File: src/rtl/ttt_pkg.sv
`timescale 1ns / 1ps
`default_nettype none

package ttt_pkg;

  localparam int TableDepth = 512;
  localparam int AddrW      = $clog2(TableDepth);
  localparam int CntW       = AddrW + 1;
  localparam int NumW       = 44;
  localparam int TempW      = (AddrW + 7 < 15) ? 15 : AddrW + 7;
  localparam int TempMax    = 8191;
  localparam int TempMin    = -8192;
  localparam int StCntW     = $clog2(NumW + 1);

  typedef enum logic [2:0] {
    RegDivider = 3'd0,
    RegSupply  = 3'd1,
    RegLowTemp = 3'd2,
    RegStep    = 3'd3,
    RegEntries = 3'd4
  } reg_idx_e;

  typedef enum logic [1:0] {
    StatOk      = 2'd0,
    StatRange   = 2'd1,
    StatSupply  = 2'd2
  } status_e;

  typedef struct packed {
    logic [23:0]        divider_ohms;
    logic [15:0]        supply_mv;
    logic signed [9:0]  low_temp;
    logic [4:0]         temp_step;
    logic [9:0]         entries;
  } cfg_t;

  function automatic logic [CntW-1:0] entries_in_use(input logic [9:0] e);
    int n;
    n = int'(e);
    if (n < 2) n = 2;
    if (n > TableDepth) n = TableDepth;
    return CntW'(n);
  endfunction

endpackage

`default_nettype wire

File: src/rtl/ttt_cfg.sv
`timescale 1ns / 1ps
`default_nettype none

module ttt_cfg (
  input  wire logic          clk_i,
  input  wire logic          rst_ni,
  input  wire logic          psel,
  input  wire logic          penable,
  input  wire logic          pwrite,
  input  wire logic [4:0]    paddr,
  input  wire logic [31:0]   pwdata,
  output logic      [31:0]   prdata,
  output logic               pready,
  output ttt_pkg::cfg_t      cfg_o
);

  ttt_pkg::cfg_t cfg_q, cfg_d;
  logic          wr_en;
  logic [2:0]    idx;

  assign pready = 1'b1;
  assign wr_en  = psel & penable & pwrite;
  assign idx    = paddr[4:2];

  always_comb begin
    cfg_d = cfg_q;
    if (wr_en) begin
      unique case (idx)
        ttt_pkg::RegDivider: cfg_d.divider_ohms = pwdata[23:0];
        ttt_pkg::RegSupply:  cfg_d.supply_mv    = pwdata[15:0];
        ttt_pkg::RegLowTemp: cfg_d.low_temp     = pwdata[9:0];
        ttt_pkg::RegStep:    cfg_d.temp_step    = pwdata[4:0];
        ttt_pkg::RegEntries: cfg_d.entries      = pwdata[9:0];
        default: ;
      endcase
    end
  end

  always_comb begin
    unique case (idx)
      ttt_pkg::RegDivider: prdata = {8'd0, cfg_q.divider_ohms};
      ttt_pkg::RegSupply:  prdata = {16'd0, cfg_q.supply_mv};
      ttt_pkg::RegLowTemp: prdata = {22'd0, cfg_q.low_temp};
      ttt_pkg::RegStep:    prdata = {27'd0, cfg_q.temp_step};
      ttt_pkg::RegEntries: prdata = {22'd0, cfg_q.entries};
      default:             prdata = 32'd0;
    endcase
  end

  always_ff @(posedge clk_i or negedge rst_ni) begin
    if (!rst_ni) begin
      cfg_q.divider_ohms <= 24'd10000;
      cfg_q.supply_mv    <= 16'd5000;
      cfg_q.low_temp     <= -10'sd55;
      cfg_q.temp_step    <= 5'd1;
      cfg_q.entries      <= 10'd356;
    end else begin
      cfg_q <= cfg_d;
    end
  end

  assign cfg_o = cfg_q;

endmodule

`default_nettype wire

File: config.mk
export PLATFORM = sky130hd
export DESIGN_NAME = ttt_cfg
export DESIGN_NICKNAME = d
export VERILOG_FILES = /design/src/rtl/ttt_pkg.sv /design/src/rtl/ttt_cfg.sv
export SDC_FILE = /design/constraint.sdc
export NUM_CORES = 1
export LEC_CHECK = 0
export ABC_AREA = 1
export CORE_ASPECT_RATIO = 1.4
export CORE_UTILIZATION = 40
export DETAILED_ROUTE_END_ITERATION = 10
export DONT_BUFFER_PORTS = 1
export GPL_ROUTABILITY_DRIVEN = 0
export PLACE_DENSITY = 0.59
export SLEW_MARGIN = 5
export SYNTH_ARGS = -nofsm -noshare
export SYNTH_HDL_FRONTEND = slang
export SYNTH_SLANG_ARGS = --single-unit
File: constraint.sdc
create_clock -name clk_i -period 1.35 [get_ports clk_i]
set_input_delay 0.27 -clock clk_i [delete_from_list [all_inputs] [get_ports clk_i]]
set_output_delay 0.27 -clock clk_i [all_outputs]
set_load 0.005 [all_outputs]
==> results.py <==
metrics = {
    "global_routing": {
        "grt_first_pass_wirelength_mm": 13.4,
        "grt_max_degree": 66,
        "track_usage": 0.215,
        "grt_pass1_vias": 2564,
        "grt_antenna_before_repair": 0,
        "grt_overflow": 0,
    },
    "routing": {
        "drt_iter0_drc": 116,
        "first_pass_iters": 4,
        "wl_mm": 8.61,
        "wl_per_cell_um": 17.2,
        "drtAntennaViolNets": 0,
        "drc": 0,
        "viasPerCell": 5.24,
        "via_count": 2623,
    },
    "yosys": {
        "synth_top_area_frac": 0.348,
        "yosysUniqueCellTypes": 21,
        "synth_most_common_cell": "nand2_1",
        "avgSynthCellArea_um2": 8.05,
        "synth_area_leaders": "dfrtp_1, dfstp_2, nand2_1, o21ai_0, nand3_1",
        "syn_inst": 393,
        "synth-async-reset-ratio": 1.00,
        "synth_area_leader_cell": "dfrtp_1",
        "ys_ff_latch": 65,
        "synth.cell_area_um2": 3160,
        "yosysWarningCount": 0,
        "ys_dominant_reg_cell": "dfrtp_1",
        "synth_common_cells": "nand2_1, o21ai_0, dfrtp_1",
        "ys_seq_area_frac": 0.523,
        "synth_edf_count": 0,
    },
    "critical_path": {
        "critPathTopFamily": "flip-flops",
        "slowest_delay_ns": 0.57,
        "cp_slowest_cell": "dfstp_2",
        "crit_chain": "nand4_1 > nand2_1 > nor2_1 > nand2_1",
        "critPathMaxFanout": 3,
        "cp-end-kind": "primary output",
        "critical_path_class": "flip-flop to primary output",
        "cp_num_buf_inv": 0,
        "path_common_cell": "nand2_1",
        "worstPathRequired_ns": 1.08,
        "cp_data_arrival_time_ns": 1.20,
        "start_kind": "flip-flop",
    },
    "final_layout": {
        "nFillCells": 795,
        "num_antenna_cells": 0,
        "ff_latch_area_um2": 1650,
        "drive_gt1_frac": 0.190,
        "largest_reg_flops": 65,
        "finalNetCount": 438,
        "multi_input_area_um2": 1250,
        "areaGrowthSynthToFinish_pct": 11.0,
    },
    "outcome": {
        "outcome": "finished with violations",
        "violations": "negative hold slack, negative setup slack",
    },
    "timing": {
        "period_minus_slack_ns": 1.47,
        "slew_viol_final": 0,
        "finalCritPeriodShare": 1.09,
        "rsz0062_at_grt": "true",
        "holdWs_ns": -0.379,
        "final-setup-viol-count": 10,
        "max_clock_freq_mhz": 679,
        "fin_ws_ns": -0.123,
        "timing.final.hold_violations": 65,
        "skew_ns": 0,
        "fin_tns_setup_ns": -0.658,
    },
    "flow_run": {
        "cap_violations": 0,
    },
    "placement": {
        "hpwl_mm": 6.18,
        "port-buffer-count": 0,
    },
    "floorplanning": {
        "core_um2": 7700,
        "io_pins": 140,
        "die_w_um": 77.1,
        "start_util": 0.410,
        "fp.dieH_um": 107,
        "dieArea_um2": 8270,
        "num_rows": 38,
    },
    "clocking": {
        "clk_latency_ns": 0.33,
        "clock-sinks": 65,
        "cts_tree": "done",
        "clockRootBuffer": "clkbuf_8",
        "clkTransAtPathRegs_ns": 0.07,
        "numCtsBuffers": 9,
        "ctsHtreeMaxLevel": 3,
        "cts_buffer_depth": 2,
    },
    "power": {
        "p_leak_nw": 1.70,
        "ir_drop_mv": 0.764,
        "power_density_nw_per_um2": 1500,
        "total_power_mw": 5.25,
    },
    "min_path": {
        "hold_path_class": "input port to async pin",
    },
}
## cell families after synthesis
| family | synth area share |
|---|---|
| AO/OA/AOI/OAI | 0.104 |
| other | 0.00238 |
| AND/OR/NAND/NOR | 0.267 |
| flip-flops | 0.523 |
| buffers and inverters | 0.103 |
## final timing paths
| kind | start | to | slack, ns | cells after the start |
|---|---|---|---|---|
| max in group asynchronous | rst_ni | cfg_o[6] | 1.52 | 0 |
| setup / recovery | cfg_o[28] | prdata[3] | -0.12 | 4 |
| hold reg to reg | cfg_o[10] | cfg_o[10] | 0.49 | 2 |
| min in group clk_i | pwdata[2] | cfg_o[2] | 0.02 | 2 |
| hold / removal | rst_ni | cfg_o[14] | -0.38 | 0 |
| setup reg to reg | cfg_o[51] | cfg_o[51] | 0.52 | 2 |
## where the power goes
part	total, mW	internal (mW)	switching [mW]
sequential	2.84	2.43	0.415
combinational	0.581	0.224	0.357
clock	1.82	1.04	0.785
total	5.25	3.69	1.56
## through the flow
stage                util  worst slack [ns]  cell area, µm²  std cells
finish              0.455            -0.123            3510        501
global route        0.455            -0.158            3510        501
CTS                 0.455            -0.150            3500        501
detailed placement  0.422           -0.0569            3250        485
global placement    0.422           -0.0121            3250        485
floorplan               -             0.142            3190        400
## timing repair
| action | CTS | global route |
|---|---|---|
| hold endpoints to repair | 65 | 65 |
| endpoints found under the setup margin | 12 | 16 |
| pin swaps | 25 | 5 |
| buffers inserted | 0 | 0 |
| resized for setup | 12 | 4 |
## placed cells by master (no fill, tap or decap)
cell type   instances
buf_12              1
buf_4              14
bufinv_16           2
clkbuf_8            9
clkinv_2            2
clkinv_4            2
clkinvlp_4          1
conb_1              9
dfrtp_1            44
dfstp_2            21
inv_1              29
inv_2               4
inv_4               2
nand2_1           125
nand2_2             2
nand2_4             1
nand3_1            23
nand3_2             7
nand4_1            18
nor2_1             14
nor2_2              5
o21ai_0            45
o21ai_1            18
o21ai_2             3
## cell type report
type | instances | share of cell area
repair buffers | 15 | 0.0357
clock inverters | 7 | 0.0271
flip-flops and latches | 65 | 0.471
clock buffers | 9 | 0.0353
multi-input cells | 270 | 0.356
inverters | 35 | 0.0389
well taps | 100 | 0.0357
## layer usage
metal | vias to the layer above | part of all wire | GRT usage
li1 | 1265 | - | -
met1 | 1228 | 0.38 | 0.232
met2 | 124 | 0.51 | 0.372
met3 | 6 | 0.11 | 0.0928
met4 | 0 | 0.0087 | 0.0741
met5 | - | 0 | 0
## worst register-to-register path: cells and delay by family (launching register included)
kind | cells | cell delay (ns)
AOI/OAI and AO/OA | 1 | 0.16
buffers and inverters | 1 | 0.04
DFF | 1 | 0.56
Power figures use the tool's default switching activity.
