==> config.mk <==
export PLATFORM = sky130hd
export DESIGN_NAME = ttt_div
export DESIGN_NICKNAME = d
export VERILOG_FILES = /design/src/rtl/ttt_pkg.sv /design/src/rtl/ttt_div.sv
export SDC_FILE = /design/constraint.sdc
export NUM_CORES = 1
export LEC_CHECK = 0
export BUFFER_PORTS_ARGS = -buffer_cell sky130_fd_sc_hd__buf_2
export CORE_MARGIN = 4
export CORE_UTILIZATION = 40
export DETAILED_ROUTE_END_ITERATION = 6
export PLACE_DENSITY_LB_ADDON = 0.05
export SLEW_MARGIN = 20
export SYNTH_ARGS = -nofsm -noshare
export SYNTH_HDL_FRONTEND = slang
export SYNTH_SLANG_ARGS = --single-unit
==> constraint.sdc <==
create_clock -name clk_i -period 2.82 [get_ports clk_i]
set_clock_uncertainty 0.15 [all_clocks]
set_input_delay 0.423 -clock clk_i [delete_from_list [all_inputs] [get_ports clk_i]]
set_output_delay 0.423 -clock clk_i [all_outputs]
set_load 0.1 [all_outputs]
==> src/rtl/ttt_pkg.sv <==
`timescale 1ns / 1ps
`default_nettype none

package ttt_pkg;

  localparam int TableDepth = 512;
  localparam int AddrW      = $clog2(TableDepth);
  localparam int CntW       = AddrW + 1;
  localparam int NumW       = 44;
  localparam int TempW      = (AddrW + 7 < 15) ? 15 : AddrW + 7;
  localparam int TempMax    = 8191;
  localparam int TempMin    = -8192;
  localparam int StCntW     = $clog2(NumW + 1);

  typedef enum logic [2:0] {
    RegDivider = 3'd0,
    RegSupply  = 3'd1,
    RegLowTemp = 3'd2,
    RegStep    = 3'd3,
    RegEntries = 3'd4
  } reg_idx_e;

  typedef enum logic [1:0] {
    StatOk      = 2'd0,
    StatRange   = 2'd1,
    StatSupply  = 2'd2
  } status_e;

  typedef struct packed {
    logic [23:0]        divider_ohms;
    logic [15:0]        supply_mv;
    logic signed [9:0]  low_temp;
    logic [4:0]         temp_step;
    logic [9:0]         entries;
  } cfg_t;

  function automatic logic [CntW-1:0] entries_in_use(input logic [9:0] e);
    int n;
    n = int'(e);
    if (n < 2) n = 2;
    if (n > TableDepth) n = TableDepth;
    return CntW'(n);
  endfunction

endpackage

`default_nettype wire

==> src/rtl/ttt_div.sv <==
`timescale 1ns / 1ps
`default_nettype none

module ttt_div (
  input  wire logic                      clk_i,
  input  wire logic                      rst_ni,
  input  wire logic                      start_i,
  input  wire logic [ttt_pkg::NumW-1:0]  dividend_i,
  input  wire logic [15:0]               divisor_i,
  output logic                           done_o,
  output logic      [ttt_pkg::NumW-1:0]  quotient_o
);

  logic                        busy_q, busy_d;
  logic                        done_q, done_d;
  logic [ttt_pkg::StCntW-1:0]  cnt_q, cnt_d;
  logic [ttt_pkg::NumW-1:0]    dvd_q, dvd_d;
  logic [15:0]                 rem_q, rem_d;
  logic [15:0]                 dsr_q, dsr_d;
  logic [16:0]                 trial;
  logic                        qbit;

  // one quotient bit a cycle, quotient shifts in where the dividend leaves
  assign trial = {rem_q, dvd_q[ttt_pkg::NumW-1]};
  assign qbit  = (trial >= {1'b0, dsr_q});

  always_comb begin
    busy_d = busy_q;
    done_d = 1'b0;
    cnt_d  = cnt_q;
    dvd_d  = dvd_q;
    rem_d  = rem_q;
    dsr_d  = dsr_q;
    if (start_i) begin
      busy_d = 1'b1;
      cnt_d  = ttt_pkg::StCntW'(ttt_pkg::NumW);
      dvd_d  = dividend_i;
      rem_d  = 16'd0;
      dsr_d  = divisor_i;
    end else if (busy_q) begin
      rem_d = qbit ? 16'(trial - {1'b0, dsr_q}) : trial[15:0];
      dvd_d = {dvd_q[ttt_pkg::NumW-2:0], qbit};
      cnt_d = cnt_q - 1'b1;
      if (cnt_q == ttt_pkg::StCntW'(1)) begin
        busy_d = 1'b0;
        done_d = 1'b1;
      end
    end
  end

  always_ff @(posedge clk_i or negedge rst_ni) begin
    if (!rst_ni) begin
      busy_q <= 1'b0;
      done_q <= 1'b0;
      cnt_q  <= '0;
    end else begin
      busy_q <= busy_d;
      done_q <= done_d;
      cnt_q  <= cnt_d;
    end
  end

  always_ff @(posedge clk_i) begin
    dvd_q <= dvd_d;
    rem_q <= rem_d;
    dsr_q <= dsr_d;
  end

  assign done_o     = done_q;
  assign quotient_o = dvd_q;

  assert property (@(posedge clk_i) disable iff (!rst_ni)
    done_q |-> !busy_q)
    else $error("divider done while still busy");

  assert property (@(posedge clk_i) disable iff (!rst_ni)
    busy_q |-> rem_q < dsr_q)
    else $error("partial remainder not below divisor");

  assert property (@(posedge clk_i) disable iff (!rst_ni)
    done_q |-> $past(busy_q))
    else $error("divider done without a run");

endmodule

`default_nettype wire

==> qor.yml <==
slew_headroom_pct: 62.0
ys_warn_count: 0
wl_per_cell_um: 16.6
initial_core_util_pct: 41.3
synthesis.area_um2: 4520
rr_endpoint: "rem_q[5]"
synthDistinctLibCells: 54
routed-via-count: 3482
power_density_nw_per_um2: 905
vias_per_cell: 5.30
die_w_um: 114
postLayoutCellArea_um2: 5580
worstSkewPairLatency_ns: 0.34
synth-edff-count: 60
rows: 38
cts_tree: "done"
dp.cells: 640
seq_area_frac_synth_pct: 51.4
switchingPower_mw: 2.13
h-tree-depth: 3
place.gp.congestion: 0.853
seq_area_um2: 2320
final_util_pct: 51.0
status: "completed"
syn_area_per_cell_um2: 11.4
leakagePower_nw: 2.35
whs_endpoint: "dsr_q[13]"
synthArstFlopShare_pct: 9.52
worst_pin_slew_ns: 0.562
clock_path_buffers: 2
syn_nets: 479
syn_inst: 397
die_h_um: 114
synth_seq_cells: 84
dpl-instance-area_um2: 5290
numCtsBuffers: 9
arrival_ns: 2.72
ios: 108
crit_top_cell: "a21o_1"
cp_num_buf_inv: 2
fin_cells: 657
clockPowerShare_pct: 22.2
postCtsSetupBuffers: 0
cts_root_buf: "clkbuf_16"
timing.rr.start: "dsr_q[1]"
core_area_um2: 10900
grt_pass1_vias: 3637
crit_family: "compound AO/OA/AOI/OAI gates"
grt_pass1_wl_um: 18200
antenna_cells: 0
r2r_cells: 9
cap_violations: 0
multi_input_area_um2: 2020
fin_crit_sh_pct: 92.8
p_comb_share_pct: 44.5
period_needed_ns: 2.62
hold_violations: 0
dp_hpwl_um: 8140
antenna_found_initial: 0
dr.pass1.iters: 4
r2r_slack_ns: 0.20
hold_class: "in2reg"
synth-main-ff-cell: "edfxtp_1"
p_int_mw: 2.92
worstSetupPathType: "reg2reg"
switching_share_pct: 42.2
clkSinkCount: 84
overflow: 0
cpMaxStageDelayCell: "a2111o_1"
ant_nets: 0
grt_use_total_pct: 17.7
path_cells: "inv_1, ha_1, nand2b_4, a21o_1, a21o_1, a2111o_1, buf_4, a21o_1, a311oi_1"
ir_worst_vdd_uv: 448
crit_path_end_kind: "register"
setup_viol: 0
power_frac_seq_pct: 33.3
die_area_um2: 13100
rsz0062_at_grt: "false"
drive_above_1_share_pct: 36.9
worstPathMaxFanout: 10
min_from: "divisor_i[13]"
fillerInstances: 1041
drc: 0
path_clk_slew_ns: 0.06
cp_num_cells: 9
max_freq_mhz: 382
whs_path_depth: 1
initialDrtViolationCount: 202
nets: 594
startpoint_type: "register"
cpPeakStageDelay_ns: 0.51
routed_wirelength_um: 10900
finalHoldWorstSlack_ns: 0.106
io_buffers: 107
grt_max_degree: 45
critical_path_required_ns: 2.92
finalMaxSlewViolations: 0
area_delta_synth_final_pct: 23.5
## worst register-to-register path: stages (launching register included)
cell,delay (ns)
edfxtp_1,0.38
inv_1,0.06
ha_1,0.34
nand2b_4,0.06
a21o_1,0.19
a21o_1,0.19
a2111o_1,0.51
buf_4,0.22
a21o_1,0.19
a311oi_1,0.23
## stage by stage
stage	TNS, ns	total power, mW	setup WS [ns]
finish	0	5.05	0.202
global route	0	5.37	0.00680
CTS	0	5.09	0.174
detailed placement	0	3.94	0.194
global placement	0	3.93	0.280
floorplan	-0.931	3.41	-0.119
## cell type report
class / count / share of cell area [%]
multi-input combinational: 265 / 36.2
clock buffer: 12 / 4.42
sequential: 84 / 41.6
timing repair buffer: 126 / 12.2
clock inverter: 4 / 0.605
tap: 140 / 3.14
inverter: 26 / 1.75
## layout by cell type, fill, tap and decap left out, drive strengths merged, types with 16 or more instances in the layout
cell type / count
buf: 125
edfxtp: 60
mux2: 44
nor2: 28
inv: 26
nand2: 22
ha: 18
a21oi: 16
dfxtp: 16
## power groups by stage
stage               clock, mW  combinational (mW)  sequential, mW
floorplan                   0                1.16            2.25
global placement            0                2.22            1.71
detailed placement          0                2.23            1.71
CTS                      1.16                2.25            1.69
global route             1.21                2.44            1.71
finish                   1.12                2.25            1.68
## repair_timing
action                     4_1_cts  5_1_grt
setup endpoints to repair        0        1
hold endpoints to repair         8        0
resized for setup                0        2
hold buffers                     1        0
## metal layers
layer / vias to the layer above / track usage, % / part of all wire [%]
met5: - / 0 / 0
met4: 0 / 6.97 / 2.5
met3: 20 / 5.87 / 7.2
met2: 95 / 27.2 / 45
met1: 1641 / 23.0 / 45
li1: 1726 / - / -
## cells in the mapped netlist, drive strengths merged, types with 4 or more instances
master / n / area share, %
a211oi: 6 / 1.0
a21o: 8 / 1.3
a21oi: 16 / 1.8
a311oi: 6 / 1.2
and3: 4 / 0.55
buf: 7 / 0.83
clkbuf: 15 / 1.3
dfrtp: 8 / 4.4
dfxtp: 16 / 7.1
edfxtp: 60 / 40
ha: 18 / 5.0
inv: 26 / 2.2
mux2: 44 / 11
nand2: 22 / 1.8
nand2b: 11 / 1.5
nand3: 8 / 0.89
nand4: 12 / 1.7
nor2: 28 / 2.3
nor3: 6 / 0.66
o211ai: 9 / 1.5
o21a: 4 / 0.66
o21ai: 9 / 1.0
xnor2: 7 / 1.4
## kinds of logic (layout without fill, tap and decap cells)
group,Yosys count,in the layout,synth area share [%]
AOI/OAI and AO/OA,81,81,13.3
xor gates and xnor gates,9,9,1.74
adders and majority gates,19,19,5.43
buffers and inverters,48,168,4.26
DFF,84,84,51.4
muxes,46,46,11.4
and+or+nand+nor,110,110,12.5
## sequential cells by signal, summed over array words and instances (netlist names)
register,cells
busy_q,1
cnt_q,6
done_o,1
dsr_q,16
quotient_o,44
rem_q,16
## worst max-delay path by stage
stage / endpoint / from / slack [ns]
2_1_floorplan: rem_q[14] / quotient_o[43] / -0.12
3_3_place_gp: rem_q[5] / dsr_q[8] / 0.28
3_5_place_dp: rem_q[5] / dsr_q[8] / 0.19
4_1_cts: rem_q[5] / dsr_q[8] / 0.17
5_1_grt: rem_q[5] / dsr_q[1] / 0.007
6_report: rem_q[5] / dsr_q[1] / 0.20
No activity file was read; power rests on OpenSTA's default activity.
